File: config.mk
export PLATFORM = sky130hd
export DESIGN_NAME = weighted_ema_sensor_fusion
export DESIGN_NICKNAME = d
export VERILOG_FILES = /design/src/rtl/core/wefu_pkg.sv /design/src/rtl/core/weighted_ema_sensor_fusion.sv /design/src/rtl/core/wefu_div.sv
export SDC_FILE = /design/constraint.sdc
export NUM_CORES = 2
export LEC_CHECK = 0
export BUFFER_PORTS_ARGS = -buffer_cell sky130_fd_sc_hd__buf_2
export CORE_MARGIN = 3
export CORE_UTILIZATION = 50
export CTS_BUF_LIST = sky130_fd_sc_hd__clkbuf_8
export DETAILED_ROUTE_END_ITERATION = 7
export GPL_ROUTABILITY_DRIVEN = 1
export GPL_TIMING_DRIVEN = 0
export PLACE_DENSITY_LB_ADDON = 0.25
export SYNTH_ARGS = -nofsm -noshare
export SYNTH_HDL_FRONTEND = slang
export SYNTH_SLANG_ARGS = --single-unit
File: constraint.sdc
create_clock -name clk -period 28.6 [get_ports clk]
set_input_delay 7.15 -clock clk [delete_from_list [all_inputs] [get_ports clk]]
set_output_delay 7.15 -clock clk [all_outputs]
set_load 0.01 [all_outputs]
File: src/rtl/core/wefu_pkg.sv
package wefu_pkg;

	// sensor count
	localparam int NUM_SENSORS_DEF = 4;
	localparam int SIDX_W          = 2;

	// field and register widths
	localparam int READ_W    = 19;
	localparam int OFFSET_W  = 19;
	localparam int ALPHA_W   = 10;
	localparam int WEIGHT_W  = 16;
	localparam int PARAM_W   = 45;
	localparam int CFG_IDX_W = 2;
	localparam int SMOOTH_W  = 20;
	localparam int SUM_W     = 29;
	localparam int TERM_W    = 27;

	// parameter register layout
	localparam int OFFSET_LSB = 0;
	localparam int ALPHA_LSB  = 19;
	localparam int WEIGHT_LSB = 29;

	// stream widths
	localparam int S_DATA_W = 24;
	localparam int S_USER_W = 3;
	localparam int M_DATA_W = 32;

	// shared multiplier and accumulator
	localparam int MUL_A_W = 17;
	localparam int PROD_W  = MUL_A_W + SMOOTH_W;
	localparam int ACC_W   = PROD_W + 1;

	// divide by the scale constant, one byte of quotient per cycle
	localparam int SCALE     = 1000;
	localparam int REM_W     = 10;
	localparam int DIGIT_W   = 8;
	localparam int DIV_W     = 40;
	localparam int DIV_STEPS = DIV_W / DIGIT_W;
	localparam int DCNT_W    = $clog2(DIV_STEPS);

	localparam logic [ALPHA_W-1:0] ALPHA_MAX = ALPHA_W'(SCALE);

	localparam logic signed [SUM_W:0] SUM_MAX = (SUM_W+1)'((64'sd1 <<< (SUM_W-1)) - 1);
	localparam logic signed [SUM_W:0] SUM_MIN = (SUM_W+1)'(-(64'sd1 <<< (SUM_W-1)));

endpackage

File: src/rtl/core/weighted_ema_sensor_fusion.sv
// Channel  Dir  Handshake          Payload
// s        in   s_tvalid/s_tready  s_tdata: reading; s_tuser: sensor_index, read_ok;
//                                  s_tlast: sweep_end
// m        out  m_tvalid/m_tready  m_tdata: fused_temp
// cfg      in   cfg_we             cfg_index: register, cfg_data: sensor parameters
//
// One item at a time: a smoothing update makes two passes through the divide-by-1000 unit
// around the shared multiplier. Loading a zero smoothed value skips the first pass, and a
// missing sensor skips both passes and the multiplier.
// Reset clears parameters, smoothed values, last good readings and the sweep sum at once.
// The result register frees the input side; a sweep end waits only while a result is unread.
module weighted_ema_sensor_fusion #(
	parameter int NUM_SENSORS = wefu_pkg::NUM_SENSORS_DEF
) (
	input  logic                              clk,
	input  logic                              arst_n,
	input  logic                              s_tvalid,
	output logic                              s_tready,
	input  logic [wefu_pkg::S_DATA_W-1:0]     s_tdata,   // [18:0] reading
	input  logic [wefu_pkg::S_USER_W-1:0]     s_tuser,   // [1:0] sensor_index, [2] read_ok
	input  logic                              s_tlast,
	output logic                              m_tvalid,
	input  logic                              m_tready,
	output logic [wefu_pkg::M_DATA_W-1:0]     m_tdata,   // [28:0] fused_temp
	input  logic                              cfg_we,
	input  logic [wefu_pkg::CFG_IDX_W-1:0]    cfg_index,
	input  logic [wefu_pkg::PARAM_W-1:0]      cfg_data
);

	localparam int IDX_W = (NUM_SENSORS > 1) ? $clog2(NUM_SENSORS) : 1;
	localparam int CMP_W = wefu_pkg::SIDX_W + 1;

	typedef enum logic [6:0] {
		ST_IDLE   = 7'b0000001,
		ST_PREP   = 7'b0000010,
		ST_MUL_A  = 7'b0000100,
		ST_MUL_B  = 7'b0001000,
		ST_DIV_SM = 7'b0010000,
		ST_MUL_W  = 7'b0100000,
		ST_ACCUM  = 7'b1000000
	} state_t;

	typedef enum logic [1:0] {
		DP_DIV_T  = 2'b01,
		DP_NONE   = 2'b10
	} unused_t;

	state_t state_q;
	logic   div_t_q;   // second divide pass in progress (term)

	logic [wefu_pkg::PARAM_W-1:0]         params_q [NUM_SENSORS];
	logic signed [wefu_pkg::SMOOTH_W-1:0] smooth_q [NUM_SENSORS];
	logic signed [wefu_pkg::READ_W-1:0]   good_q   [NUM_SENSORS];
	logic signed [wefu_pkg::SUM_W-1:0]    sweep_q;

	logic [wefu_pkg::SIDX_W-1:0]          sensor_q;
	logic                                 hit_q;
	logic                                 last_q;
	logic signed [wefu_pkg::READ_W-1:0]   temp_q;
	logic signed [wefu_pkg::OFFSET_W-1:0] offset_q;
	logic [wefu_pkg::ALPHA_W-1:0]         alpha_q;
	logic [wefu_pkg::WEIGHT_W-1:0]        weight_q;
	logic signed [wefu_pkg::SMOOTH_W-1:0] diff_q;
	logic signed [wefu_pkg::SMOOTH_W-1:0] old_q;
	logic signed [wefu_pkg::SMOOTH_W-1:0] sm_q;
	logic signed [wefu_pkg::TERM_W-1:0]   term_q;
	logic signed [wefu_pkg::ACC_W-1:0]    acc_q;
	logic                                 div_go_q;
	logic                                 m_tvalid_q;
	logic signed [wefu_pkg::SUM_W-1:0]    out_q;

	logic                                 in_acc;
	logic [wefu_pkg::SIDX_W-1:0]          in_idx;
	logic                                 in_hit;
	logic [IDX_W-1:0]                     in_sel;
	logic [IDX_W-1:0]                     cur_sel;
	logic [wefu_pkg::PARAM_W-1:0]         in_par;
	logic [wefu_pkg::ALPHA_W-1:0]         in_alpha;
	logic signed [wefu_pkg::READ_W-1:0]   in_temp;
	logic signed [wefu_pkg::SMOOTH_W-1:0] diff_d;
	logic signed [wefu_pkg::MUL_A_W-1:0]  mul_a;
	logic signed [wefu_pkg::SMOOTH_W-1:0] mul_b;
	logic signed [wefu_pkg::PROD_W-1:0]   prod;
	logic                                 div_done;
	logic signed [wefu_pkg::ACC_W-1:0]    div_quo;
	logic signed [wefu_pkg::SUM_W:0]      sum_wide;
	logic signed [wefu_pkg::SUM_W-1:0]    sum_sat;
	logic                                 out_free;
	unused_t                              dp_unused;

	assign dp_unused = div_t_q ? DP_DIV_T : DP_NONE;

	assign s_tready = (state_q == ST_IDLE);
	assign in_acc   = s_tvalid && s_tready;
	assign in_idx   = s_tuser[wefu_pkg::SIDX_W-1:0];
	assign in_hit   = ({1'b0, in_idx} < CMP_W'(NUM_SENSORS));
	assign in_sel   = IDX_W'(in_idx);
	assign cur_sel  = IDX_W'(sensor_q);
	assign in_par   = params_q[in_sel];
	assign in_alpha = (in_par[wefu_pkg::ALPHA_LSB +: wefu_pkg::ALPHA_W] > wefu_pkg::ALPHA_MAX)
	                  ? wefu_pkg::ALPHA_MAX : in_par[wefu_pkg::ALPHA_LSB +: wefu_pkg::ALPHA_W];
	assign in_temp  = s_tuser[wefu_pkg::SIDX_W] ? $signed(s_tdata[wefu_pkg::READ_W-1:0])
	                                            : good_q[in_sel];

	assign diff_d = wefu_pkg::SMOOTH_W'(temp_q) - wefu_pkg::SMOOTH_W'(offset_q);

	// shared multiplier operand selection
	always_comb begin
		case (state_q)
			ST_MUL_A: begin
				mul_a = $signed(wefu_pkg::MUL_A_W'(alpha_q));
				mul_b = diff_q;
			end
			ST_MUL_B: begin
				mul_a = $signed(wefu_pkg::MUL_A_W'(wefu_pkg::ALPHA_MAX - alpha_q));
				mul_b = old_q;
			end
			ST_MUL_W: begin
				mul_a = $signed(wefu_pkg::MUL_A_W'(weight_q));
				mul_b = sm_q;
			end
			default: begin
				mul_a = '0;
				mul_b = '0;
			end
		endcase
	end

	assign prod = mul_a * mul_b;

	wefu_div u_div (
		.clk      (clk),
		.arst_n   (arst_n),
		.start    (div_go_q),
		.dividend (acc_q),
		.done     (div_done),
		.quotient (div_quo)
	);

	// saturating sweep accumulation
	assign sum_wide = (wefu_pkg::SUM_W+1)'(sweep_q) + (wefu_pkg::SUM_W+1)'(term_q);
	always_comb begin
		if (sum_wide > wefu_pkg::SUM_MAX) begin
			sum_sat = wefu_pkg::SUM_W'(wefu_pkg::SUM_MAX);
		end else if (sum_wide < wefu_pkg::SUM_MIN) begin
			sum_sat = wefu_pkg::SUM_W'(wefu_pkg::SUM_MIN);
		end else begin
			sum_sat = sum_wide[wefu_pkg::SUM_W-1:0];
		end
	end

	assign out_free = !m_tvalid_q || m_tready;

	// control
	always_ff @(posedge clk or negedge arst_n) begin
		if (!arst_n) begin
			state_q    <= ST_IDLE;
			div_go_q   <= 1'b0;
			div_t_q    <= 1'b0;
			m_tvalid_q <= 1'b0;
			sweep_q    <= '0;
		end else begin
			div_go_q <= 1'b0;
			if (m_tready) begin
				m_tvalid_q <= 1'b0;
			end
			case (state_q)
				ST_IDLE: begin
					if (in_acc) begin
						state_q <= ST_PREP;
					end
				end
				ST_PREP: begin
					if (!hit_q) begin
						state_q <= ST_ACCUM;
					end else if (smooth_q[cur_sel] == '0) begin
						state_q <= ST_MUL_W;
					end else begin
						state_q <= ST_MUL_A;
					end
				end
				ST_MUL_A: begin
					state_q <= ST_MUL_B;
				end
				ST_MUL_B: begin
					div_go_q <= 1'b1;
					div_t_q  <= 1'b0;
					state_q  <= ST_DIV_SM;
				end
				ST_DIV_SM: begin
					// both divide passes wait here
					if (div_done) begin
						state_q <= div_t_q ? ST_ACCUM : ST_MUL_W;
					end
				end
				ST_MUL_W: begin
					div_go_q <= 1'b1;
					div_t_q  <= 1'b1;
					state_q  <= ST_DIV_SM;
				end
				ST_ACCUM: begin
					if (!last_q) begin
						sweep_q <= sum_sat;
						state_q <= ST_IDLE;
					end else if (out_free) begin
						m_tvalid_q <= 1'b1;
						sweep_q    <= '0;
						state_q    <= ST_IDLE;
					end
				end
				default: begin
					state_q <= ST_IDLE;
				end
			endcase
		end
	end

	// per-sensor state and configuration
	always_ff @(posedge clk or negedge arst_n) begin
		if (!arst_n) begin
			for (int i = 0; i < NUM_SENSORS; i++) begin
				params_q[i] <= '0;
				smooth_q[i] <= '0;
				good_q[i]   <= '0;
			end
		end else begin
			if (cfg_we && ({1'b0, cfg_index} < (wefu_pkg::CFG_IDX_W+1)'(NUM_SENSORS))) begin
				params_q[IDX_W'(cfg_index)] <= cfg_data;
			end
			if (in_acc && in_hit) begin
				good_q[in_sel] <= in_temp;
			end
			if (state_q == ST_PREP && hit_q && smooth_q[cur_sel] == '0) begin
				smooth_q[cur_sel] <= diff_d;
			end
			if (state_q == ST_DIV_SM && div_done && !div_t_q) begin
				smooth_q[cur_sel] <= div_quo[wefu_pkg::SMOOTH_W-1:0];
			end
		end
	end

	// datapath
	always_ff @(posedge clk) begin
		if (in_acc) begin
			sensor_q <= in_idx;
			hit_q    <= in_hit;
			last_q   <= s_tlast;
			temp_q   <= in_temp;
			offset_q <= $signed(in_par[wefu_pkg::OFFSET_LSB +: wefu_pkg::OFFSET_W]);
			alpha_q  <= in_alpha;
			weight_q <= in_par[wefu_pkg::WEIGHT_LSB +: wefu_pkg::WEIGHT_W];
		end
		case (state_q)
			ST_PREP: begin
				diff_q <= diff_d;
				old_q  <= smooth_q[cur_sel];
				sm_q   <= diff_d;
				term_q <= '0;
			end
			ST_MUL_A: begin
				acc_q <= wefu_pkg::ACC_W'(prod);
			end
			ST_MUL_B: begin
				acc_q <= acc_q + wefu_pkg::ACC_W'(prod);
			end
			ST_DIV_SM: begin
				if (div_done && !div_t_q) begin
					sm_q <= div_quo[wefu_pkg::SMOOTH_W-1:0];
				end
				if (div_done && div_t_q) begin
					term_q <= div_quo[wefu_pkg::TERM_W-1:0];
				end
			end
			ST_MUL_W: begin
				acc_q <= wefu_pkg::ACC_W'(prod);
			end
			ST_ACCUM: begin
				if (last_q && out_free) begin
					out_q <= sum_sat;
				end
			end
			default: begin
			end
		endcase
	end

	assign m_tvalid = m_tvalid_q;
	assign m_tdata  = wefu_pkg::M_DATA_W'($unsigned(out_q));

	// checks
	a_div_done_in_wait: assert property (@(posedge clk) disable iff (!arst_n)
		div_done |-> state_q == ST_DIV_SM)
		else $error("divider finished outside a divide wait");

	a_one_item: assert property (@(posedge clk) disable iff (!arst_n)
		in_acc |=> !s_tready)
		else $error("second item taken while one is in work");

	a_result_source: assert property (@(posedge clk) disable iff (!arst_n)
		$rose(m_tvalid_q) |-> $past(state_q == ST_ACCUM && last_q))
		else $error("result raised without a sweep end");

	a_sweep_cleared: assert property (@(posedge clk) disable iff (!arst_n)
		(state_q == ST_ACCUM && last_q && out_free) |=> sweep_q == '0)
		else $error("sweep sum not cleared after emit");

	a_go_pulse: assert property (@(posedge clk) disable iff (!arst_n)
		div_go_q |=> !div_go_q && state_q == ST_DIV_SM)
		else $error("divider start not a single pulse");

	a_tag_valid: assert property (@(posedge clk) disable iff (!arst_n)
		div_go_q |-> (dp_unused == DP_DIV_T) == div_t_q)
		else $error("divide pass tag mismatch");

endmodule

File: src/rtl/core/wefu_div.sv
// Signed divide by the scale constant, truncating toward zero.
// Long division on the magnitude, DIGIT_W quotient bits per cycle.
module wefu_div (
	input  logic                             clk,
	input  logic                             arst_n,
	input  logic                             start,
	input  logic signed [wefu_pkg::ACC_W-1:0] dividend,
	output logic                             done,
	output logic signed [wefu_pkg::ACC_W-1:0] quotient
);

	logic                              busy_q;
	logic                              done_q;
	logic                              neg_q;
	logic [wefu_pkg::DCNT_W-1:0]       cnt_q;
	logic [wefu_pkg::DIV_W-1:0]        sh_q;
	logic [wefu_pkg::DIV_W-1:0]        quo_q;
	logic [wefu_pkg::REM_W-1:0]        rem_q;

	logic [wefu_pkg::REM_W-1:0]        rem_d;
	logic [wefu_pkg::DIGIT_W-1:0]      digit_d;
	logic [wefu_pkg::ACC_W-1:0]        mag_d;

	assign mag_d = dividend[wefu_pkg::ACC_W-1] ? wefu_pkg::ACC_W'(-dividend)
	                                           : wefu_pkg::ACC_W'(dividend);

	// eight restoring steps on a remainder that never reaches twice the divisor
	always_comb begin
		logic [wefu_pkg::REM_W:0] r;
		r = {1'b0, rem_q};
		digit_d = '0;
		for (int k = 0; k < wefu_pkg::DIGIT_W; k++) begin
			r = {r[wefu_pkg::REM_W-1:0], sh_q[wefu_pkg::DIV_W-1-k]};
			if (r >= (wefu_pkg::REM_W+1)'(wefu_pkg::SCALE)) begin
				r = r - (wefu_pkg::REM_W+1)'(wefu_pkg::SCALE);
				digit_d[wefu_pkg::DIGIT_W-1-k] = 1'b1;
			end
		end
		rem_d = r[wefu_pkg::REM_W-1:0];
	end

	always_ff @(posedge clk or negedge arst_n) begin
		if (!arst_n) begin
			busy_q <= 1'b0;
			done_q <= 1'b0;
			cnt_q  <= '0;
		end else begin
			done_q <= 1'b0;
			if (start) begin
				busy_q <= 1'b1;
				cnt_q  <= '0;
			end else if (busy_q) begin
				cnt_q <= cnt_q + 1'b1;
				if (cnt_q == wefu_pkg::DCNT_W'(wefu_pkg::DIV_STEPS - 1)) begin
					busy_q <= 1'b0;
					done_q <= 1'b1;
				end
			end
		end
	end

	always_ff @(posedge clk) begin
		if (start) begin
			neg_q <= dividend[wefu_pkg::ACC_W-1];
			sh_q  <= wefu_pkg::DIV_W'(mag_d);
			rem_q <= '0;
			quo_q <= '0;
		end else if (busy_q) begin
			sh_q  <= sh_q << wefu_pkg::DIGIT_W;
			rem_q <= rem_d;
			quo_q <= {quo_q[wefu_pkg::DIV_W-wefu_pkg::DIGIT_W-1:0], digit_d};
		end
	end

	assign done     = done_q;
	assign quotient = neg_q ? -$signed(quo_q[wefu_pkg::ACC_W-1:0])
	                        :  $signed(quo_q[wefu_pkg::ACC_W-1:0]);

endmodule

==> flow_metrics.py <==
metrics = {
    "setup_path": {
        "critPathLaunch": "state_q[0]$_DFFE_PN1P_",
        "r2r-start": "state_q[0]$_DFFE_PN1P_",
        "rr_endpoint": "acc_q[37]$_DFFE_PP_",
        "worst-setup-path-type": "flop to flop",
        "reg2reg_depth": 48,
        "worstSetupStartpointType": "flop",
        "cp_slowest_stage_delay_ns": 1.18,
        "crit_family": "compound AO/OA/AOI/OAI gates",
        "crit_slowest_cell": "a21oi_1",
        "r2r_slack_ns": 15.50,
        "crit_path_max_fanout": 10,
        "crit_arrival_ns": 13.60,
        "crit_buf_inv": 9,
        "crit_path_end_kind": "flop",
        "endpoint": "acc_q[37]$_DFFE_PP_",
        "worstSetupPathDepth": 48,
        "required_ns": 29.10,
    },
    "yosys": {
        "synth_top_area_cell": "dfrtp_1",
        "ys_warn_count": 0,
        "syn-cell-area_sq_um": 47200,
        "synth-seq-cells": 679,
        "synthFlopType": "dfrtp_1",
        "ys_seq_area_frac": 0.384,
        "synth_top_cells_by_area": "dfrtp_1 (20%), edfxtp_1 (17%), fa_1 (15%)",
        "synthArstFlopShare": 0.560,
        "yosysTopAreaCellShare": 0.201,
        "syn_inst": 4480,
        "ys_types": 101,
        "synth_edf_count": 260,
        "syn_avg_cell_area_sq_um": 10.5,
    },
    "timing": {
        "finalHoldViolCount": 0,
        "setup_violations": 0,
        "timing.setup.tns_ns": 0,
        "timing.slew.headroom": -0.0399,
        "fin_skew_ns": 0.0462,
        "fmax_mhz": 76.4,
        "worst_pin_slew_ns": 1.56,
        "period_share": 0.458,
        "period_minus_slack_ns": 13.10,
        "drv_slew": 11,
        "rsz0062_at_grt": "no",
    },
    "route": {
        "wl_met1_microns": 51200,
        "vias_per_cell": 5.62,
        "wl_met3_microns": 8690,
        "drt_wl_total_microns": 121000,
        "vias": 34094,
        "drt_iter0_markers": 2525,
        "wl_met2_microns": 56300,
        "top_layer": "met5",
        "ant_nets": 0,
        "drc": 0,
        "drt_pass1_iterations": 7,
        "routedWlPerCell_microns": 20.0,
    },
    "floorplan": {
        "initial_utilization": 0.505,
        "core_area_sq_um": 93500,
        "die_h_microns": 313,
        "core.rowCount": 112,
        "top_level_ports": 114,
        "dieArea_sq_um": 98100,
        "die_x_microns": 313,
    },
    "clocking": {
        "hold_buffers": 0,
        "clk_pin_slew_worst_paths_ns": 0.06,
        "cts_made_buffers": 112,
        "cts_resized": 0,
        "cts.sinks": 679,
        "htreeDepth": 3,
        "cts_tree": "yes",
        "insertion_delay_ns": 0.77,
        "cts_root_buf": "clkbuf_8",
        "clock_path_buffers": 3,
        "cts_setup_buffers": 0,
    },
    "finish": {
        "regArea_sq_um": 18100,
        "syn_to_final_growth_pct": 9.87,
        "post-route-util": 0.555,
        "drive_gt1_frac": 0.129,
        "nNetsFinal": 5325,
        "layout_common_cells": "inv_1 (552), nor2_1 (489), dfrtp_1 (379)",
        "layout_commonest_cell": "inv_1",
        "multi_input_area_sq_um": 26400,
        "fillers": 8195,
    },
    "place": {
        "post-dp-hpwl_microns": 91200,
        "gp_congestion": 0.968,
        "port_buffers": 104,
    },
    "global_route": {
        "grt_max_degree": 115,
        "grt-ovfl-total": 0,
        "antenna_found_initial": 4,
        "grt_pass1_vias": 34781,
        "grt_pass1_wl_microns": 191000,
        "track_usage": 0.247,
    },
    "power_and_ir_drop": {
        "ir_worst_vdd_mv": 0.144,
        "power_density_nw_per_um2": 90.8,
        "p_leak_nw": 22.9,
    },
    "job": {
        "cap_violations": 1,
    },
    "status": {
        "status": "finished, violations left",
        "violations": "max-capacitance violations, max-slew violations",
    },
    "hold_path": {
        "holdCritPathClass": "flop to flop",
    },
}
-- registers in the layout, indices dropped and copies added, names as in the netlist, 2 cells and up --
register and cells:
u_div.cnt_q 3, term_q 27, u_div.quo_q 27, u_div.rem_q 10, u_div.sh_q 40, out_q 29
weight_q 16, old_q 20, params_q 180, smooth_q 80, diff_q 20, sm_q 20
acc_q 38, good_q 76, offset_q 19, alpha_q 10, sweep_q 29, cur_sel 2
temp_q 19, state_q 7
-- how the worst min path moves through the flow --
stage | from | end | slack, ns | depth (start not counted)
2_1_floorplan | acc_q[37]$_DFFE_PP_ | u_div.neg_q$_DFFE_PP_ | 0.42 | 0
3_3_place_gp | acc_q[37]$_DFFE_PP_ | u_div.neg_q$_DFFE_PP_ | 0.46 | 0
3_5_place_dp | acc_q[37]$_DFFE_PP_ | u_div.neg_q$_DFFE_PP_ | 0.44 | 0
4_1_cts | acc_q[37]$_DFFE_PP_ | u_div.neg_q$_DFFE_PP_ | 0.46 | 0
5_1_grt | acc_q[37]$_DFFE_PP_ | u_div.neg_q$_DFFE_PP_ | 0.48 | 0
6_report | acc_q[37]$_DFFE_PP_ | u_div.neg_q$_DFFE_PP_ | 0.46 | 0
-- worst register-to-register path, delay by kind of cell, from the launching register on --
family / cells / cell delay, ns
xor+xnor: 2 / 0.33
fa+ha+maj: 8 / 3.16
compound gates: 19 / 5.29
simple gates: 10 / 2.03
buf+inv: 9 / 1.52
flops: 1 / 0.55
-- synth_stat cells (48+ instances only) --
| master | instances |
|---|---|
| ha_1 | 193 |
| a211oi_1 | 88 |
| nor3_1 | 59 |
| a21oi_1 | 269 |
| inv_1 | 510 |
| clkbuf_1 | 183 |
| dfrtp_1 | 379 |
| edfxtp_1 | 260 |
| fa_1 | 344 |
| mux2_2 | 190 |
| a21o_1 | 48 |
| o21ai_0 | 150 |
| nor2_1 | 490 |
| mux2i_1 | 64 |
| mux4_2 | 84 |
| nand2_1 | 379 |
| xnor2_1 | 114 |
| xor2_1 | 81 |
-- cell type report --
cell class                      count  area share
Multi-Input combinational cell   3082       0.509
Sequential cell                   679       0.349
Inverter                          511      0.0370
Clock buffer                      134      0.0356
Tap cell                         1254      0.0303
Buffer                            210      0.0157
Timing Repair Buffer              112      0.0131
Clock inverter                     77      0.0103
Antenna cell                        3    0.000145
-- kinds of logic (layout without fill, tap and decap cells) --
family	Yosys count	count (layout)	share of synthesized area
fa+ha+maj	555	555	0.201
xor+xnor	196	196	0.0365
flops	679	679	0.384
other cells	1	6	0.0000795
buf+inv	721	1044	0.0579
mux	340	340	0.0998
simple gates	1196	1196	0.112
compound gates	792	792	0.109
-- power by group --
group | switching, mW | leakage [nW] | internal (mW)
clock | 0.418 | 1.39 | 0.476
combinational | 1.46 | 14.3 | 0.893
sequential | 0.145 | 7.25 | 1.32
-- through the flow --
step / hold slack (ns) / std cells / setup slack (ns) / instance area (sq um) / power (mW)
finish: 0.455 / 6062 / 15.50 / 51800 / 4.70
global route: 0.478 / 6061 / 14.88 / 51800 / 5.01
CTS: 0.463 / 6059 / 15.65 / 51800 / 4.69
detailed placement: 0.437 / 5848 / 15.67 / 49500 / 3.77
global placement: 0.456 / 5840 / 12.63 / 49300 / 3.74
floorplan: 0.424 / 4482 / 18.34 / 47200 / 3.18
-- layer usage --
metal	GRT usage	vias to the layer above
met5	0.00346	-
met4	0.0961	2
met3	0.0483	257
met2	0.398	1165
met1	0.332	16898
li1	-	15772
Power figures use the tool's default switching activity.
